`config.mk`:
```
export PLATFORM = sky130hd
export DESIGN_NAME = ntp_header_parser_unit_flat
export DESIGN_NICKNAME = d
export VERILOG_FILES = /design/src/rtl/core/nhp_pkg.sv /design/src/rtl/core/nhp_ifs.sv /design/src/rtl/core/ntp_header_parser_unit.sv /design/src/rtl/core/nhp_front.sv /design/src/rtl/core/nhp_queue.sv /design/src/rtl/core/nhp_back.sv /design/src/flat_wrapper.sv
export SDC_FILE = /design/constraint.sdc
export NUM_CORES = 1
export LEC_CHECK = 0
export BUFFER_PORTS_ARGS = -buffer_cell sky130_fd_sc_hd__buf_2
export CAP_MARGIN = 20
export CORE_MARGIN = 2
export CORE_UTILIZATION = 35
export CTS_CLUSTER_SIZE = 28
export DETAILED_ROUTE_END_ITERATION = 7
export GPL_TIMING_DRIVEN = 0
export PLACE_DENSITY = 0.61
export SETUP_SLACK_MARGIN = 0.15
export SYNTH_ARGS = -nofsm -noshare
export SYNTH_HDL_FRONTEND = slang
export SYNTH_SLANG_ARGS = --single-unit
export TNS_END_PERCENT = 30
```
`constraint.sdc`:
```
create_clock -name clk -period 26.1 [get_ports clk]
set_clock_uncertainty 0.2 [all_clocks]
set_input_delay 3.915 -clock clk [delete_from_list [all_inputs] [get_ports clk]]
set_output_delay 3.915 -clock clk [all_outputs]
set_load 0.005 [all_outputs]
```
`src/rtl/core/nhp_pkg.sv`:
```
// ----------------------------------------------------------------------------
// nhp_pkg
// shared types, codes and constants of the ntp header parser
// ----------------------------------------------------------------------------
package nhp_pkg;

	localparam int unsigned HDR_BYTES = 48;
	localparam int unsigned POS_W     = 6;
	localparam int unsigned CFG_IDX_W = 3;
	localparam int unsigned CFG_DAT_W = 8;

	localparam logic [2:0] RST_REQ_VERSION  = 3'd4;
	localparam logic [2:0] RST_LOWEST_MODE  = 3'd3;
	localparam logic [2:0] RST_HIGHEST_MODE = 3'd4;
	localparam logic [7:0] RST_MAX_STRATUM  = 8'd16;
	localparam logic [7:0] RST_MAX_POLL     = 8'd17;

	// ascii reference ids of kiss packets
	localparam logic [31:0] KISS_INIT = 32'h494E_4954;
	localparam logic [31:0] KISS_STEP = 32'h5354_4550;
	localparam logic [31:0] KISS_DENY = 32'h4445_4E59;
	localparam logic [31:0] KISS_RATE = 32'h5241_5445;

	typedef enum logic [CFG_IDX_W-1:0] {
		CFG_REQ_VERSION  = 3'd0,
		CFG_LOWEST_MODE  = 3'd1,
		CFG_HIGHEST_MODE = 3'd2,
		CFG_MAX_STRATUM  = 3'd3,
		CFG_MAX_POLL     = 3'd4
	} nhp_cfg_idx_t;

	typedef enum logic [3:0] {
		OUT_OK        = 4'd0,
		OUT_KISS_INIT = 4'd1,
		OUT_KISS_STEP = 4'd2,
		OUT_KISS_DENY = 4'd3,
		OUT_KISS_RATE = 4'd4,
		OUT_SHORT     = 4'd5,
		OUT_VERSION   = 4'd6,
		OUT_MODE      = 4'd7,
		OUT_STRATUM   = 4'd8,
		OUT_POLL      = 4'd9
	} nhp_outcome_t;

	typedef enum logic [2:0] {
		FLD_FLAGS,
		FLD_STRATUM,
		FLD_POLL,
		FLD_PRECISION,
		FLD_WORD,
		FLD_STAMP,
		FLD_NONE
	} nhp_field_t;

	typedef struct packed {
		logic [2:0] req_version;
		logic [2:0] lowest_mode;
		logic [2:0] highest_mode;
		logic [7:0] max_stratum;
		logic [7:0] max_poll;
	} nhp_cfg_t;

	typedef struct packed {
		logic [7:0] data;
		nhp_field_t kind;
		logic [1:0] sel;
		logic       hdr_done;
		logic       last;
	} nhp_cmd_t;

endpackage

```
`src/rtl/core/nhp_ifs.sv`:
```
// ----------------------------------------------------------------------------
// nhp interfaces
// byte input channel and header result channel, valid/ready handshake
// ----------------------------------------------------------------------------
interface nhp_byte_if;
	logic       valid;
	logic       ready;
	logic [7:0] data_byte;
	logic       last_byte;

	modport source (output valid, output data_byte, output last_byte, input ready);
	modport sink   (input valid, input data_byte, input last_byte, output ready);
endinterface

interface nhp_hdr_if;
	logic        valid;
	logic        ready;
	logic [3:0]  outcome;
	logic [1:0]  leap;
	logic [2:0]  mode;
	logic [7:0]  stratum;
	logic [7:0]  poll;
	logic [31:0] root_delay;
	logic [31:0] root_dispersion;
	logic [31:0] reference_id;
	logic [63:0] reference_time;
	logic [63:0] origin_time;
	logic [63:0] receive_time;
	logic [63:0] transmit_time;

	modport source (
		output valid, output outcome, output leap, output mode, output stratum,
		output poll, output root_delay, output root_dispersion, output reference_id,
		output reference_time, output origin_time, output receive_time,
		output transmit_time, input ready
	);
	modport sink (
		input valid, input outcome, input leap, input mode, input stratum,
		input poll, input root_delay, input root_dispersion, input reference_id,
		input reference_time, input origin_time, input receive_time,
		input transmit_time, output ready
	);
endinterface

```
`src/rtl/core/ntp_header_parser_unit.sv`:
```
// ----------------------------------------------------------------------------
// ntp_header_parser_unit
// Parses the 48-byte ntp header from a udp payload streamed one byte per
// word and returns one result per packet at its last byte. Bytes are taken
// at one per cycle unless stalled, with no gaps between packets; the result
// is registered and held until the sink takes it. Throughput is set by the
// byte-wide front end and the two-entry queue in front of the capture stage;
// the input stalls only once that queue has filled behind a last byte that
// waits for the previous result to be taken. The user writes thresholds
// through the cfg port only while idle; the block does not enforce this.
// ----------------------------------------------------------------------------
module ntp_header_parser_unit (
	input  logic                           clk,
	input  logic                           arst_n,
	input  logic                           cfg_we,
	input  logic [nhp_pkg::CFG_IDX_W-1:0]  cfg_index,
	input  logic [nhp_pkg::CFG_DAT_W-1:0]  cfg_wdata,
	nhp_byte_if.sink                       ntp_in,
	nhp_hdr_if.source                      ntp_out
);
	import nhp_pkg::*;

	nhp_cfg_t cfg_q;
	nhp_cmd_t front_cmd;
	nhp_cmd_t back_cmd;
	logic     front_valid;
	logic     front_ready;
	logic     back_valid;
	logic     back_ready;

	always_ff @(posedge clk or negedge arst_n) begin
		if (!arst_n) begin
			cfg_q.req_version  <= RST_REQ_VERSION;
			cfg_q.lowest_mode  <= RST_LOWEST_MODE;
			cfg_q.highest_mode <= RST_HIGHEST_MODE;
			cfg_q.max_stratum  <= RST_MAX_STRATUM;
			cfg_q.max_poll     <= RST_MAX_POLL;
		end else if (cfg_we) begin
			case (cfg_index)
				CFG_REQ_VERSION:  cfg_q.req_version  <= cfg_wdata[2:0];
				CFG_LOWEST_MODE:  cfg_q.lowest_mode  <= cfg_wdata[2:0];
				CFG_HIGHEST_MODE: cfg_q.highest_mode <= cfg_wdata[2:0];
				CFG_MAX_STRATUM:  cfg_q.max_stratum  <= cfg_wdata;
				CFG_MAX_POLL:     cfg_q.max_poll     <= cfg_wdata;
				default:          cfg_q              <= cfg_q;
			endcase
		end
	end

	nhp_front u_front (
		.clk       (clk),
		.arst_n    (arst_n),
		.byte_in   (ntp_in),
		.cmd_valid (front_valid),
		.cmd_ready (front_ready),
		.cmd       (front_cmd)
	);

	nhp_queue u_queue (
		.clk        (clk),
		.arst_n     (arst_n),
		.push_valid (front_valid),
		.push_ready (front_ready),
		.push_cmd   (front_cmd),
		.pop_valid  (back_valid),
		.pop_ready  (back_ready),
		.pop_cmd    (back_cmd)
	);

	nhp_back u_back (
		.clk       (clk),
		.arst_n    (arst_n),
		.cfg       (cfg_q),
		.cmd_valid (back_valid),
		.cmd_ready (back_ready),
		.cmd       (back_cmd),
		.hdr_out   (ntp_out)
	);

endmodule

```
`src/rtl/core/nhp_front.sv`:
```
// ----------------------------------------------------------------------------
// nhp_front
// accepts payload bytes, tracks the header offset and tags each word
// with the field it belongs to
// ----------------------------------------------------------------------------
module nhp_front (
	input  logic                clk,
	input  logic                arst_n,
	nhp_byte_if.sink            byte_in,
	output logic                cmd_valid,
	input  logic                cmd_ready,
	output nhp_pkg::nhp_cmd_t   cmd
);
	import nhp_pkg::*;

	logic [POS_W-1:0] pos_q;
	logic [POS_W-1:0] word_ofs;
	logic [POS_W-1:0] stamp_ofs;
	logic             in_hdr;
	logic             accept;

	assign byte_in.ready = cmd_ready;
	assign cmd_valid     = byte_in.valid;
	assign accept        = byte_in.valid && cmd_ready;
	assign in_hdr        = pos_q < POS_W'(HDR_BYTES);
	assign word_ofs      = pos_q - POS_W'(4);
	assign stamp_ofs     = pos_q - POS_W'(16);

	always_comb begin
		cmd.data     = byte_in.data_byte;
		cmd.last     = byte_in.last_byte;
		cmd.hdr_done = pos_q >= POS_W'(HDR_BYTES - 1);
		cmd.kind     = FLD_NONE;
		cmd.sel      = '0;
		unique case (pos_q) inside
			POS_W'(0): cmd.kind = FLD_FLAGS;
			POS_W'(1): cmd.kind = FLD_STRATUM;
			POS_W'(2): cmd.kind = FLD_POLL;
			POS_W'(3): cmd.kind = FLD_PRECISION;
			[POS_W'(4):POS_W'(15)]: begin
				cmd.kind = FLD_WORD;
				cmd.sel  = word_ofs[3:2];
			end
			[POS_W'(16):POS_W'(HDR_BYTES - 1)]: begin
				cmd.kind = FLD_STAMP;
				cmd.sel  = stamp_ofs[4:3];
			end
			default: cmd.kind = FLD_NONE;
		endcase
	end

	always_ff @(posedge clk or negedge arst_n) begin
		if (!arst_n) begin
			pos_q <= '0;
		end else if (accept) begin
			if (byte_in.last_byte) begin
				pos_q <= '0;
			end else if (in_hdr) begin
				pos_q <= pos_q + POS_W'(1);
			end
		end
	end

endmodule

```
`src/rtl/core/nhp_queue.sv`:
```
// ----------------------------------------------------------------------------
// nhp_queue
// two-entry queue of tagged words between front and back end
// ----------------------------------------------------------------------------
module nhp_queue (
	input  logic              clk,
	input  logic              arst_n,
	input  logic              push_valid,
	output logic              push_ready,
	input  nhp_pkg::nhp_cmd_t push_cmd,
	output logic              pop_valid,
	input  logic              pop_ready,
	output nhp_pkg::nhp_cmd_t pop_cmd
);
	import nhp_pkg::*;

	nhp_cmd_t   mem_q [2];
	logic       wr_ptr_q;
	logic       rd_ptr_q;
	logic [1:0] count_q;
	logic       push;
	logic       pop;

	assign push_ready = count_q != 2'd2;
	assign pop_valid  = count_q != 2'd0;
	assign pop_cmd    = mem_q[rd_ptr_q];
	assign push       = push_valid && push_ready;
	assign pop        = pop_valid && pop_ready;

	always_ff @(posedge clk) begin
		if (push) begin
			mem_q[wr_ptr_q] <= push_cmd;
		end
	end

	always_ff @(posedge clk or negedge arst_n) begin
		if (!arst_n) begin
			wr_ptr_q <= 1'b0;
			rd_ptr_q <= 1'b0;
			count_q  <= '0;
		end else begin
			if (push) wr_ptr_q <= ~wr_ptr_q;
			if (pop) rd_ptr_q <= ~rd_ptr_q;
			case ({push, pop})
				2'b10:   count_q <= count_q + 2'd1;
				2'b01:   count_q <= count_q - 2'd1;
				default: count_q <= count_q;
			endcase
		end
	end

endmodule

```
`src/rtl/core/nhp_back.sv`:
```
// ----------------------------------------------------------------------------
// nhp_back
// captures header fields from tagged words, judges the packet at its
// last word and holds the result until taken
// ----------------------------------------------------------------------------
module nhp_back (
	input  logic              clk,
	input  logic              arst_n,
	input  nhp_pkg::nhp_cfg_t cfg,
	input  logic              cmd_valid,
	output logic              cmd_ready,
	input  nhp_pkg::nhp_cmd_t cmd,
	nhp_hdr_if.source         hdr_out
);
	import nhp_pkg::*;

	logic [7:0]   flags_q;
	logic [7:0]   stratum_q;
	logic [7:0]   poll_q;
	logic [31:0]  word_q  [3];
	logic [63:0]  stamp_q [4];
	logic         done_q;

	logic [7:0]   flags_nxt;
	logic [7:0]   stratum_nxt;
	logic [7:0]   poll_nxt;
	logic [31:0]  word_nxt  [3];
	logic [63:0]  stamp_nxt [4];
	logic         done_nxt;
	nhp_outcome_t verdict;
	logic [2:0]   version;
	logic [2:0]   mode;
	logic         pop;
	logic         out_valid_q;

	assign cmd_ready = !cmd.last || !out_valid_q || hdr_out.ready;
	assign pop       = cmd_valid && cmd_ready;

	// field values with this word folded in
	always_comb begin
		flags_nxt   = flags_q;
		stratum_nxt = stratum_q;
		poll_nxt    = poll_q;
		word_nxt    = word_q;
		stamp_nxt   = stamp_q;
		done_nxt    = done_q || cmd.hdr_done;
		case (cmd.kind)
			FLD_FLAGS:   flags_nxt   = cmd.data;
			FLD_STRATUM: stratum_nxt = cmd.data;
			FLD_POLL:    poll_nxt    = cmd.data;
			FLD_WORD: begin
				if (cmd.sel != 2'd3) begin
					word_nxt[cmd.sel] = {word_q[cmd.sel][23:0], cmd.data};
				end
			end
			FLD_STAMP:   stamp_nxt[cmd.sel] = {stamp_q[cmd.sel][55:0], cmd.data};
			default:     flags_nxt   = flags_q;
		endcase
	end

	assign version = flags_nxt[5:3];
	assign mode    = flags_nxt[2:0];

	always_comb begin
		verdict = OUT_OK;
		if (!done_nxt) begin
			verdict = OUT_SHORT;
		end else if (version != cfg.req_version) begin
			verdict = OUT_VERSION;
		end else if (mode < cfg.lowest_mode || mode > cfg.highest_mode) begin
			verdict = OUT_MODE;
		end else if (stratum_nxt > cfg.max_stratum) begin
			verdict = OUT_STRATUM;
		end else if (poll_nxt > cfg.max_poll) begin
			verdict = OUT_POLL;
		end else if (stratum_nxt == 8'd0) begin
			if (word_nxt[2] == KISS_INIT) verdict = OUT_KISS_INIT;
			else if (word_nxt[2] == KISS_STEP) verdict = OUT_KISS_STEP;
			else if (word_nxt[2] == KISS_DENY) verdict = OUT_KISS_DENY;
			else if (word_nxt[2] == KISS_RATE) verdict = OUT_KISS_RATE;
		end
	end

	// capture registers, cleared at the end of each packet
	always_ff @(posedge clk or negedge arst_n) begin
		if (!arst_n) begin
			flags_q   <= '0;
			stratum_q <= '0;
			poll_q    <= '0;
			word_q    <= '{default: '0};
			stamp_q   <= '{default: '0};
			done_q    <= 1'b0;
		end else if (pop) begin
			if (cmd.last) begin
				flags_q   <= '0;
				stratum_q <= '0;
				poll_q    <= '0;
				word_q    <= '{default: '0};
				stamp_q   <= '{default: '0};
				done_q    <= 1'b0;
			end else begin
				flags_q   <= flags_nxt;
				stratum_q <= stratum_nxt;
				poll_q    <= poll_nxt;
				word_q    <= word_nxt;
				stamp_q   <= stamp_nxt;
				done_q    <= done_nxt;
			end
		end
	end

	always_ff @(posedge clk or negedge arst_n) begin
		if (!arst_n) begin
			out_valid_q <= 1'b0;
		end else if (pop && cmd.last) begin
			out_valid_q <= 1'b1;
		end else if (hdr_out.ready) begin
			out_valid_q <= 1'b0;
		end
	end

	always_ff @(posedge clk) begin
		if (pop && cmd.last) begin
			hdr_out.outcome         <= verdict;
			hdr_out.leap            <= flags_nxt[7:6];
			hdr_out.mode            <= mode;
			hdr_out.stratum         <= stratum_nxt;
			hdr_out.poll            <= poll_nxt;
			hdr_out.root_delay      <= word_nxt[0];
			hdr_out.root_dispersion <= word_nxt[1];
			hdr_out.reference_id    <= word_nxt[2];
			hdr_out.reference_time  <= stamp_nxt[0];
			hdr_out.origin_time     <= stamp_nxt[1];
			hdr_out.receive_time    <= stamp_nxt[2];
			hdr_out.transmit_time   <= stamp_nxt[3];
		end
	end

	assign hdr_out.valid = out_valid_q;

endmodule

```
`src/flat_wrapper.sv`:
```
// flat-port wrapper written by rule: the top's interface ports become plain ports
module ntp_header_parser_unit_flat import nhp_pkg::*;
  (clk, arst_n, cfg_we, cfg_index, cfg_wdata, ntp_in_valid, ntp_in_data_byte, ntp_in_last_byte, ntp_in_ready, ntp_out_valid, ntp_out_outcome, ntp_out_leap, ntp_out_mode, ntp_out_stratum, ntp_out_poll, ntp_out_root_delay, ntp_out_root_dispersion, ntp_out_reference_id, ntp_out_reference_time, ntp_out_origin_time, ntp_out_receive_time, ntp_out_transmit_time, ntp_out_ready);
  nhp_byte_if ntp_in_i ();
  nhp_hdr_if ntp_out_i ();
  input  logic clk;
  input  logic arst_n;
  input  logic cfg_we;
  input  logic [nhp_pkg::CFG_IDX_W-1:0] cfg_index;
  input  logic [nhp_pkg::CFG_DAT_W-1:0] cfg_wdata;
  input wire logic [$bits(ntp_in_i.valid)-1:0] ntp_in_valid;
  input wire logic [$bits(ntp_in_i.data_byte)-1:0] ntp_in_data_byte;
  input wire logic [$bits(ntp_in_i.last_byte)-1:0] ntp_in_last_byte;
  output wire logic [$bits(ntp_in_i.ready)-1:0] ntp_in_ready;
  output wire logic [$bits(ntp_out_i.valid)-1:0] ntp_out_valid;
  output wire logic [$bits(ntp_out_i.outcome)-1:0] ntp_out_outcome;
  output wire logic [$bits(ntp_out_i.leap)-1:0] ntp_out_leap;
  output wire logic [$bits(ntp_out_i.mode)-1:0] ntp_out_mode;
  output wire logic [$bits(ntp_out_i.stratum)-1:0] ntp_out_stratum;
  output wire logic [$bits(ntp_out_i.poll)-1:0] ntp_out_poll;
  output wire logic [$bits(ntp_out_i.root_delay)-1:0] ntp_out_root_delay;
  output wire logic [$bits(ntp_out_i.root_dispersion)-1:0] ntp_out_root_dispersion;
  output wire logic [$bits(ntp_out_i.reference_id)-1:0] ntp_out_reference_id;
  output wire logic [$bits(ntp_out_i.reference_time)-1:0] ntp_out_reference_time;
  output wire logic [$bits(ntp_out_i.origin_time)-1:0] ntp_out_origin_time;
  output wire logic [$bits(ntp_out_i.receive_time)-1:0] ntp_out_receive_time;
  output wire logic [$bits(ntp_out_i.transmit_time)-1:0] ntp_out_transmit_time;
  input wire logic [$bits(ntp_out_i.ready)-1:0] ntp_out_ready;
  assign ntp_in_i.valid = ntp_in_valid;
  assign ntp_in_i.data_byte = ntp_in_data_byte;
  assign ntp_in_i.last_byte = ntp_in_last_byte;
  assign ntp_in_ready = ntp_in_i.ready;
  assign ntp_out_valid = ntp_out_i.valid;
  assign ntp_out_outcome = ntp_out_i.outcome;
  assign ntp_out_leap = ntp_out_i.leap;
  assign ntp_out_mode = ntp_out_i.mode;
  assign ntp_out_stratum = ntp_out_i.stratum;
  assign ntp_out_poll = ntp_out_i.poll;
  assign ntp_out_root_delay = ntp_out_i.root_delay;
  assign ntp_out_root_dispersion = ntp_out_i.root_dispersion;
  assign ntp_out_reference_id = ntp_out_i.reference_id;
  assign ntp_out_reference_time = ntp_out_i.reference_time;
  assign ntp_out_origin_time = ntp_out_i.origin_time;
  assign ntp_out_receive_time = ntp_out_i.receive_time;
  assign ntp_out_transmit_time = ntp_out_i.transmit_time;
  assign ntp_out_i.ready = ntp_out_ready;
  ntp_header_parser_unit u_core (.clk(clk), .arst_n(arst_n), .cfg_we(cfg_we), .cfg_index(cfg_index), .cfg_wdata(cfg_wdata), .ntp_in(ntp_in_i), .ntp_out(ntp_out_i));
endmodule
```
## Word level (Yosys, flattened, before mapping)

Memories as Yosys holds them, arrays and structs flattened.
Cells that the tools add are included.

| storage, ports and cells | value |
|---|---|
| logic and storage cells | 145 |
| memories kept | 1 |
| output and inout bits | 379 |
| flip-flop bits (word level) | 790 |
| bits in writable memories | 30 |
| bits of input ports | 25 |

Memories:

| name | depth | width | read ports | clocked after memory_dff | wr ports | RTL line | source |
|---|---|---|---|---|---|---|---|
| u_core.u_queue.mem_q | 2 | 15 | 1 | 0 | 1 | nhp_queue.sv:17 | `nhp_cmd_t mem_q [2];` |

| cells by class | value |
|---|---|
| order comparisons | 12 |
| bitwise logic cells | 4 |
| multiplexer cells | 42 |
| add/sub/neg operators | 5 |
| equality and inequality tests | 20 |
| reduce and logical (&&, ||, !) cells | 27 |

Operator list:

| cell | count |
|---|---|
| $mux 256 | 2 |
| $mux 96 | 3 |
| $bwmux 256 | 1 |
| $bmux 64 s2 | 1 |
| $demux 64 s2 | 1 |
| $eq 32x31->1 const B | 4 |
| $mux 56 | 2 |
| $bwmux 96 | 1 |
| $bmux 32 s2 | 1 |
| $demux 32 s2 | 1 |
| $mux 64 | 1 |
| $mux 24 | 2 |
| $mux 8 | 6 |
| $mux 32 | 1 |
| $pmux 3 s6 | 1 |
| $gt 8x8->1 | 2 |
| $mux 3 | 5 |
| $eq 6x2->1 const B | 2 |
| $mux 6 | 2 |
| $reduce_and 2->1 | 6 |
| $eq 3x2->1 const B | 3 |
| $eq 3x3->1 const B | 3 |
| $logic_not 8->1 | 1 |
| $mux 4 | 2 |
| 33 further kinds | 56 |

## Longest topological paths before layout

An unclocked memory read counts as a cell.

| logic depth | value |
|---|---|
| word-level depth | 19 |
| mapped depth | 19 |
| gate-level depth less buffers | 14 |

## Hierarchy

A second synthesis with hierarchy kept.

| unflattened totals | value |
|---|---|
| cell total of the unflattened synthesis | 2122 |
| area total of the unflattened synthesis | 34580.7 µm² |

By module, submodules not included:

| module | cells an instance | area an instance (µm²) | sequential area each (µm²) | times used |
|---|---|---|---|---|
| nhp_back | 1923 | 31611.6 | 20779.9 | 1 |
| nhp_queue | 64 | 1287.5 | 1001.0 | 1 |
| ntp_header_parser_unit | 56 | 997.2 | 634.4 | 1 |
| nhp_front | 79 | 684.4 | 150.1 | 1 |

## Least setup slack after synthesis

Ideal clock, no wire load.

| timing path | value |
|---|---|
| path kind | in2reg |
| start | input port ntp_out_ready |
| end | register u_core.u_back.hdr_out.leap[0], enable pin |
| data arrival time | 20140 ps |
| buffers on the path | 2 |
| setup time | 1125 ps |
| stages | 5 |
| data required time | 24775 ps |
| setup slack | 4635 ps |
| cells stage by stage | nand2b_1 -> o22ai_1 -> clkbuf_1 -> buf_2 -> nor2_1 |

| on the way | value |
|---|---|
| longest elaborated chain between the ends | 3 |

RTL lines:

| element | RTL line | source |
|---|---|---|
| start, declared | flat_wrapper.sv:28 | `input wire logic [$bits(ntp_out_i.ready)-1:0] ntp_out_ready;` |
| $logic_or 1x1->1 | nhp_back.sv:36 | `assign cmd_ready = !cmd.last \|\| !out_valid_q \|\| hdr_out.ready;` |
| $logic_and 1x1->1 | nhp_back.sv:37 | `assign pop = cmd_valid && cmd_ready;` |
| $logic_and 1x1->1 | nhp_back.sv:123 | `if (pop && cmd.last) begin` |
| end signal, assigned | nhp_back.sv:125 | `hdr_out.leap <= flags_nxt[7:6];` |
| end, declared | nhp_ifs.sv:32 | `output valid, output outcome, output leap, output mode, output stratum,` |

Every way passes these cells.
A chain may end at the register's enable or synchronous reset.

## Worst setup path after layout

| timing path | value |
|---|---|
| start | input port ntp_out_ready |
| end | register u_core.u_back.hdr_out.origin_time[34], enable pin |

| on the way | value |
|---|---|
| longest elaborated chain between the ends | 3 |

RTL lines:

| element | RTL line | source |
|---|---|---|
| $logic_or 1x1->1 | nhp_back.sv:36 |  |
| $logic_and 1x1->1 | nhp_back.sv:37 |  |
| $logic_and 1x1->1 | nhp_back.sv:123 |  |
| end signal, assigned | nhp_back.sv:133 | `hdr_out.origin_time <= stamp_nxt[1];` |
| end, declared | nhp_ifs.sv:34 | `output reference_time, output origin_time, output receive_time,` |

Every way passes these cells.

==> impl_results.md <==
- Die width: 318 um
- Syn_area_per_cell: 15.0 um^2
- Total global-route track usage: 21.2%
- Via count: 22.9k
- IO buf count: 403
- Critical Path Source Type: input port
- Syn Nets: 2,362
- Count leader, synth: edfxtp_1
- Die Y: 318 um
- Synthesis warning total: 0
- Status: complete, no violations
- VDD IR max: 0.0537 mV
- Max-slew violations: 0
- Pin count of the biggest net entering global routing: 113
- Tightest Pin Transition: 1130 ps
- Cell variety after synth: 79
- Worst slew margin: 24.9%
- Worst-path fanout max: 25
- Post-detail-place hpwl: 77.9 mm
- Top-area cell type share of the netlist area: 35.4%
- Arr. time, crit path: 6910 ps
- Fin cells: 4,185
- Clock sinks: 820
- Clock Path Buffers: 3
- Commonest register cell after synthesis: edfxtp_1
- CP endpoint kind: register
- CTS tree: done
- Worst setup margin: 19,350 ps
- Post-CTS sizing: 0
- Crit Path Category: input port to register
- Starting Density: 35.2%
- CTS Buf Count: 90
- Final Wtd Congestion: 0.855
- IO Count: 404
- Fin Hold WS: 281 ps
- # DRC: 0
- Synth top cells by count: edfxtp_1 (407), dfrtp_1 (406), a22o_1 (357)
- Part of the cycle the worst path needs: 25.9%
- Share of layout cells above drive strength 1: 34.9%
- Post-DRT Antenna Nets: 0
- Initial antenna violation count: 6
- Worst skew pair latency: 660 ps
- Fraction of registers with async set/reset: 50.4%
- Final hold violation count: 0
- Gr ovfl total: 0
- CTS Root Cell: clkbuf_16
- Number of global-route vias before repair: 22.7k
- H-tree levels: 3
- Achievable frequency: 0.148 GHz
- Post-synth top area cell: edfxtp_1
- Worst EP required: 26,260 ps
- Quantity of hold-fixing buffers added after cts: 0
- Core Area: 0.0981 mm^2
- Cell Pwr Density: 116 mW/mm^2
- Fillcell total: 8,955
- Fin crit period: 6750 ps
- First-pass GRT wire length: 158 mm
- Post-synth EDFFs: 407
- Via density: 5.47
- CTS clk-pin slew, worst paths: 60 ps
- Synth top area cells: edfxtp_1 (35%), dfrtp_1 (29%), mux2_2 (9.2%), a22o_1 (9.1%), mux4_2 (3.7%)
- Final Setup Violations: 0
- Wirelength, routed: 110 mm
- Die ar.: 0.101 mm^2
- Initial DRC count: 1,956
- Worst min path class: register to register
- Seq cells post-synth: 820
- RSZ-0062 raised after global routing: false
- Setup WS pre-CTS: 18,570 ps
- Number of nets in the layout: 2,880
- Max cap viols: 0
- Sequential area share after synthesis: 65.3%
- Syn Inst Count: 2,303
- FF-to-FF setup slack: 21,090 ps
- Dpl cells: 4,015
- DRT Pass-1 Iters: 5
- Static leakage: 0.0181 uW
- Avg WL per Cell: 26.2 um
- Post-Syn Area: 0.0345 mm^2
- FP Rows: 115
- Setup Fix Bufs, Post-CTS: 0
- Layout area overhead: 20.8%
-- report_power, final --
group	leakage [uW]	internal [uW]	switching, uW	total, uW
registers	0.00969	1780	174	1960
logic	0.00693	487	1070	1560
clock network	0.00150	788	541	1330
-- stage by stage --
stage / instance area [um^2] / utilization (%) / TNS, ps / total power, uW
global route: 41700 / 42.5 / 0 / 5060
detailed placement: 38600 / 39.4 / 0 / 3540
CTS: 41700 / 42.5 / 0 / 4880
floorplan: 34500 / - / 0 / 2850
global placement: 38200 / 38.9 / -1313150 / 3730
finish: 41700 / 42.5 / 0 / 4840
-- registers in the layout, summed over array words and instances (netlist names), 2 cells and up --
register	flops
u_core.cfg_q	25
u_core.u_back.flags_q	8
u_core.u_back.hdr_out.leap	2
u_core.u_back.hdr_out.mode	3
u_core.u_back.hdr_out.origin_time	64
u_core.u_back.hdr_out.outcome	4
u_core.u_back.hdr_out.poll	8
u_core.u_back.hdr_out.receive_time	64
u_core.u_back.hdr_out.reference_id	32
u_core.u_back.hdr_out.reference_time	64
u_core.u_back.hdr_out.root_delay	32
u_core.u_back.hdr_out.root_dispersion	32
u_core.u_back.hdr_out.stratum	8
u_core.u_back.hdr_out.transmit_time	64
u_core.u_back.poll_q	8
u_core.u_back.stamp_q	256
u_core.u_back.stratum_q	8
u_core.u_back.word_q	96
u_core.u_front.pos_q	6
u_core.u_queue.count_q	2
u_core.u_queue.mem_q	30
-- routing by layer --
layer / vias up / track usage [%] / part of all wire, %
met5: - / 0 / 0.012
met4: 2 / 6.65 / 2.6
met3: 163 / 4.57 / 7.5
met2: 934 / 33.3 / 47
met1: 11900 / 29.3 / 43
li1: 9927 / - / -
-- final timing paths --
path | start | endpoint | cells after the start
max in group asynchronous | arst_n | u_core.u_back.stamp_q[106]$_DFFE_PN0P_ | 3
hold / removal | u_core.u_back.stratum_q[3]$_DFFE_PN0P_ | u_core.u_back.stratum_q[3]$_DFFE_PN0P_ | 2
min in group asynchronous | arst_n | u_core.u_front.pos_q[5]$_DFFE_PN0P_ | 1
hold reg to reg | u_core.u_back.stratum_q[3]$_DFFE_PN0P_ | u_core.u_back.stratum_q[3]$_DFFE_PN0P_ | 2
setup reg to reg | u_core.u_queue.rd_ptr_q$_DFFE_PN0P_ | u_core.u_back.hdr_out.outcome[1]$_SDFFCE_PP0P_ | 16
setup / recovery | ntp_out_ready | u_core.u_back.hdr_out.origin_time[34]$_DFFE_PP_ | 10
-- logic make-up (layout without fill, tap and decap cells) --
family / after synthesis / in the layout / share of synthesized area, %
DFF: 820 / 820 / 65.3
AOI/OAI and AO/OA: 569 / 569 / 12.6
muxes: 365 / 365 / 13.8
and+or+nand+nor: 295 / 295 / 4.15
buffers and inverters: 210 / 803 / 2.69
adders and majority gates: 34 / 34 / 1.23
xor gates and xnor gates: 10 / 10 / 0.254
other: 0 / 2 / 0
-- worst max-delay path, stage by stage --
cell	delay (ps)
buf_2	70
nand2b_1	200
o22ai_1	190
clkbuf_1	450
buf_2	380
nor2_4	740
buf_12	280
buf_12	220
buf_16	200
buf_16	190
-- placed cells by master, fill, tap and decap left out, types with 5 or more instances in the layout --
cell,count
clkbuf_16,95
o21ai_1,5
buf_1,7
xnor2_1,6
buf_16,7
mux2i_1,19
nand2_1,140
o21ai_0,93
buf_6,12
clkinvlp_4,7
nand3_1,15
mux4_2,56
nor2_1,64
clkbuf_1,103
nor3b_1,6
bufinv_16,10
a21oi_1,65
clkinv_1,9
inv_6,5
buf_12,10
buf_2,452
dfrtp_1,406
o21a_1,5
clkinv_2,16
mux2_2,282
nand4_1,6
nor3_1,13
buf_4,6
o22ai_1,6
clkbuf_8,8
inv_1,49
dfstp_2,7
a22o_1,357
ha_1,34
nand2b_1,6
edfxtp_1,407
-- final cells by class --
| cell class | instances | area, um^2 | share of cell area, % |
|---|---|---|---|
| Clock inverter | 51 | 548 | 1.31 |
| Inverter | 50 | 188 | 0.450 |
| Clock buffer | 116 | 2540 | 6.08 |
| Antenna cell | 2 | 5.00 | 0.0120 |
| Buffer | 160 | 742 | 1.78 |
| Sequential cell | 820 | 22600 | 54.1 |
| Multi-Input combinational cell | 1273 | 11100 | 26.5 |
| Tap cell | 1287 | 1610 | 3.86 |
| Timing Repair Buffer | 426 | 2490 | 5.96 |
Note: power is estimated with default switching activity, not from simulation.
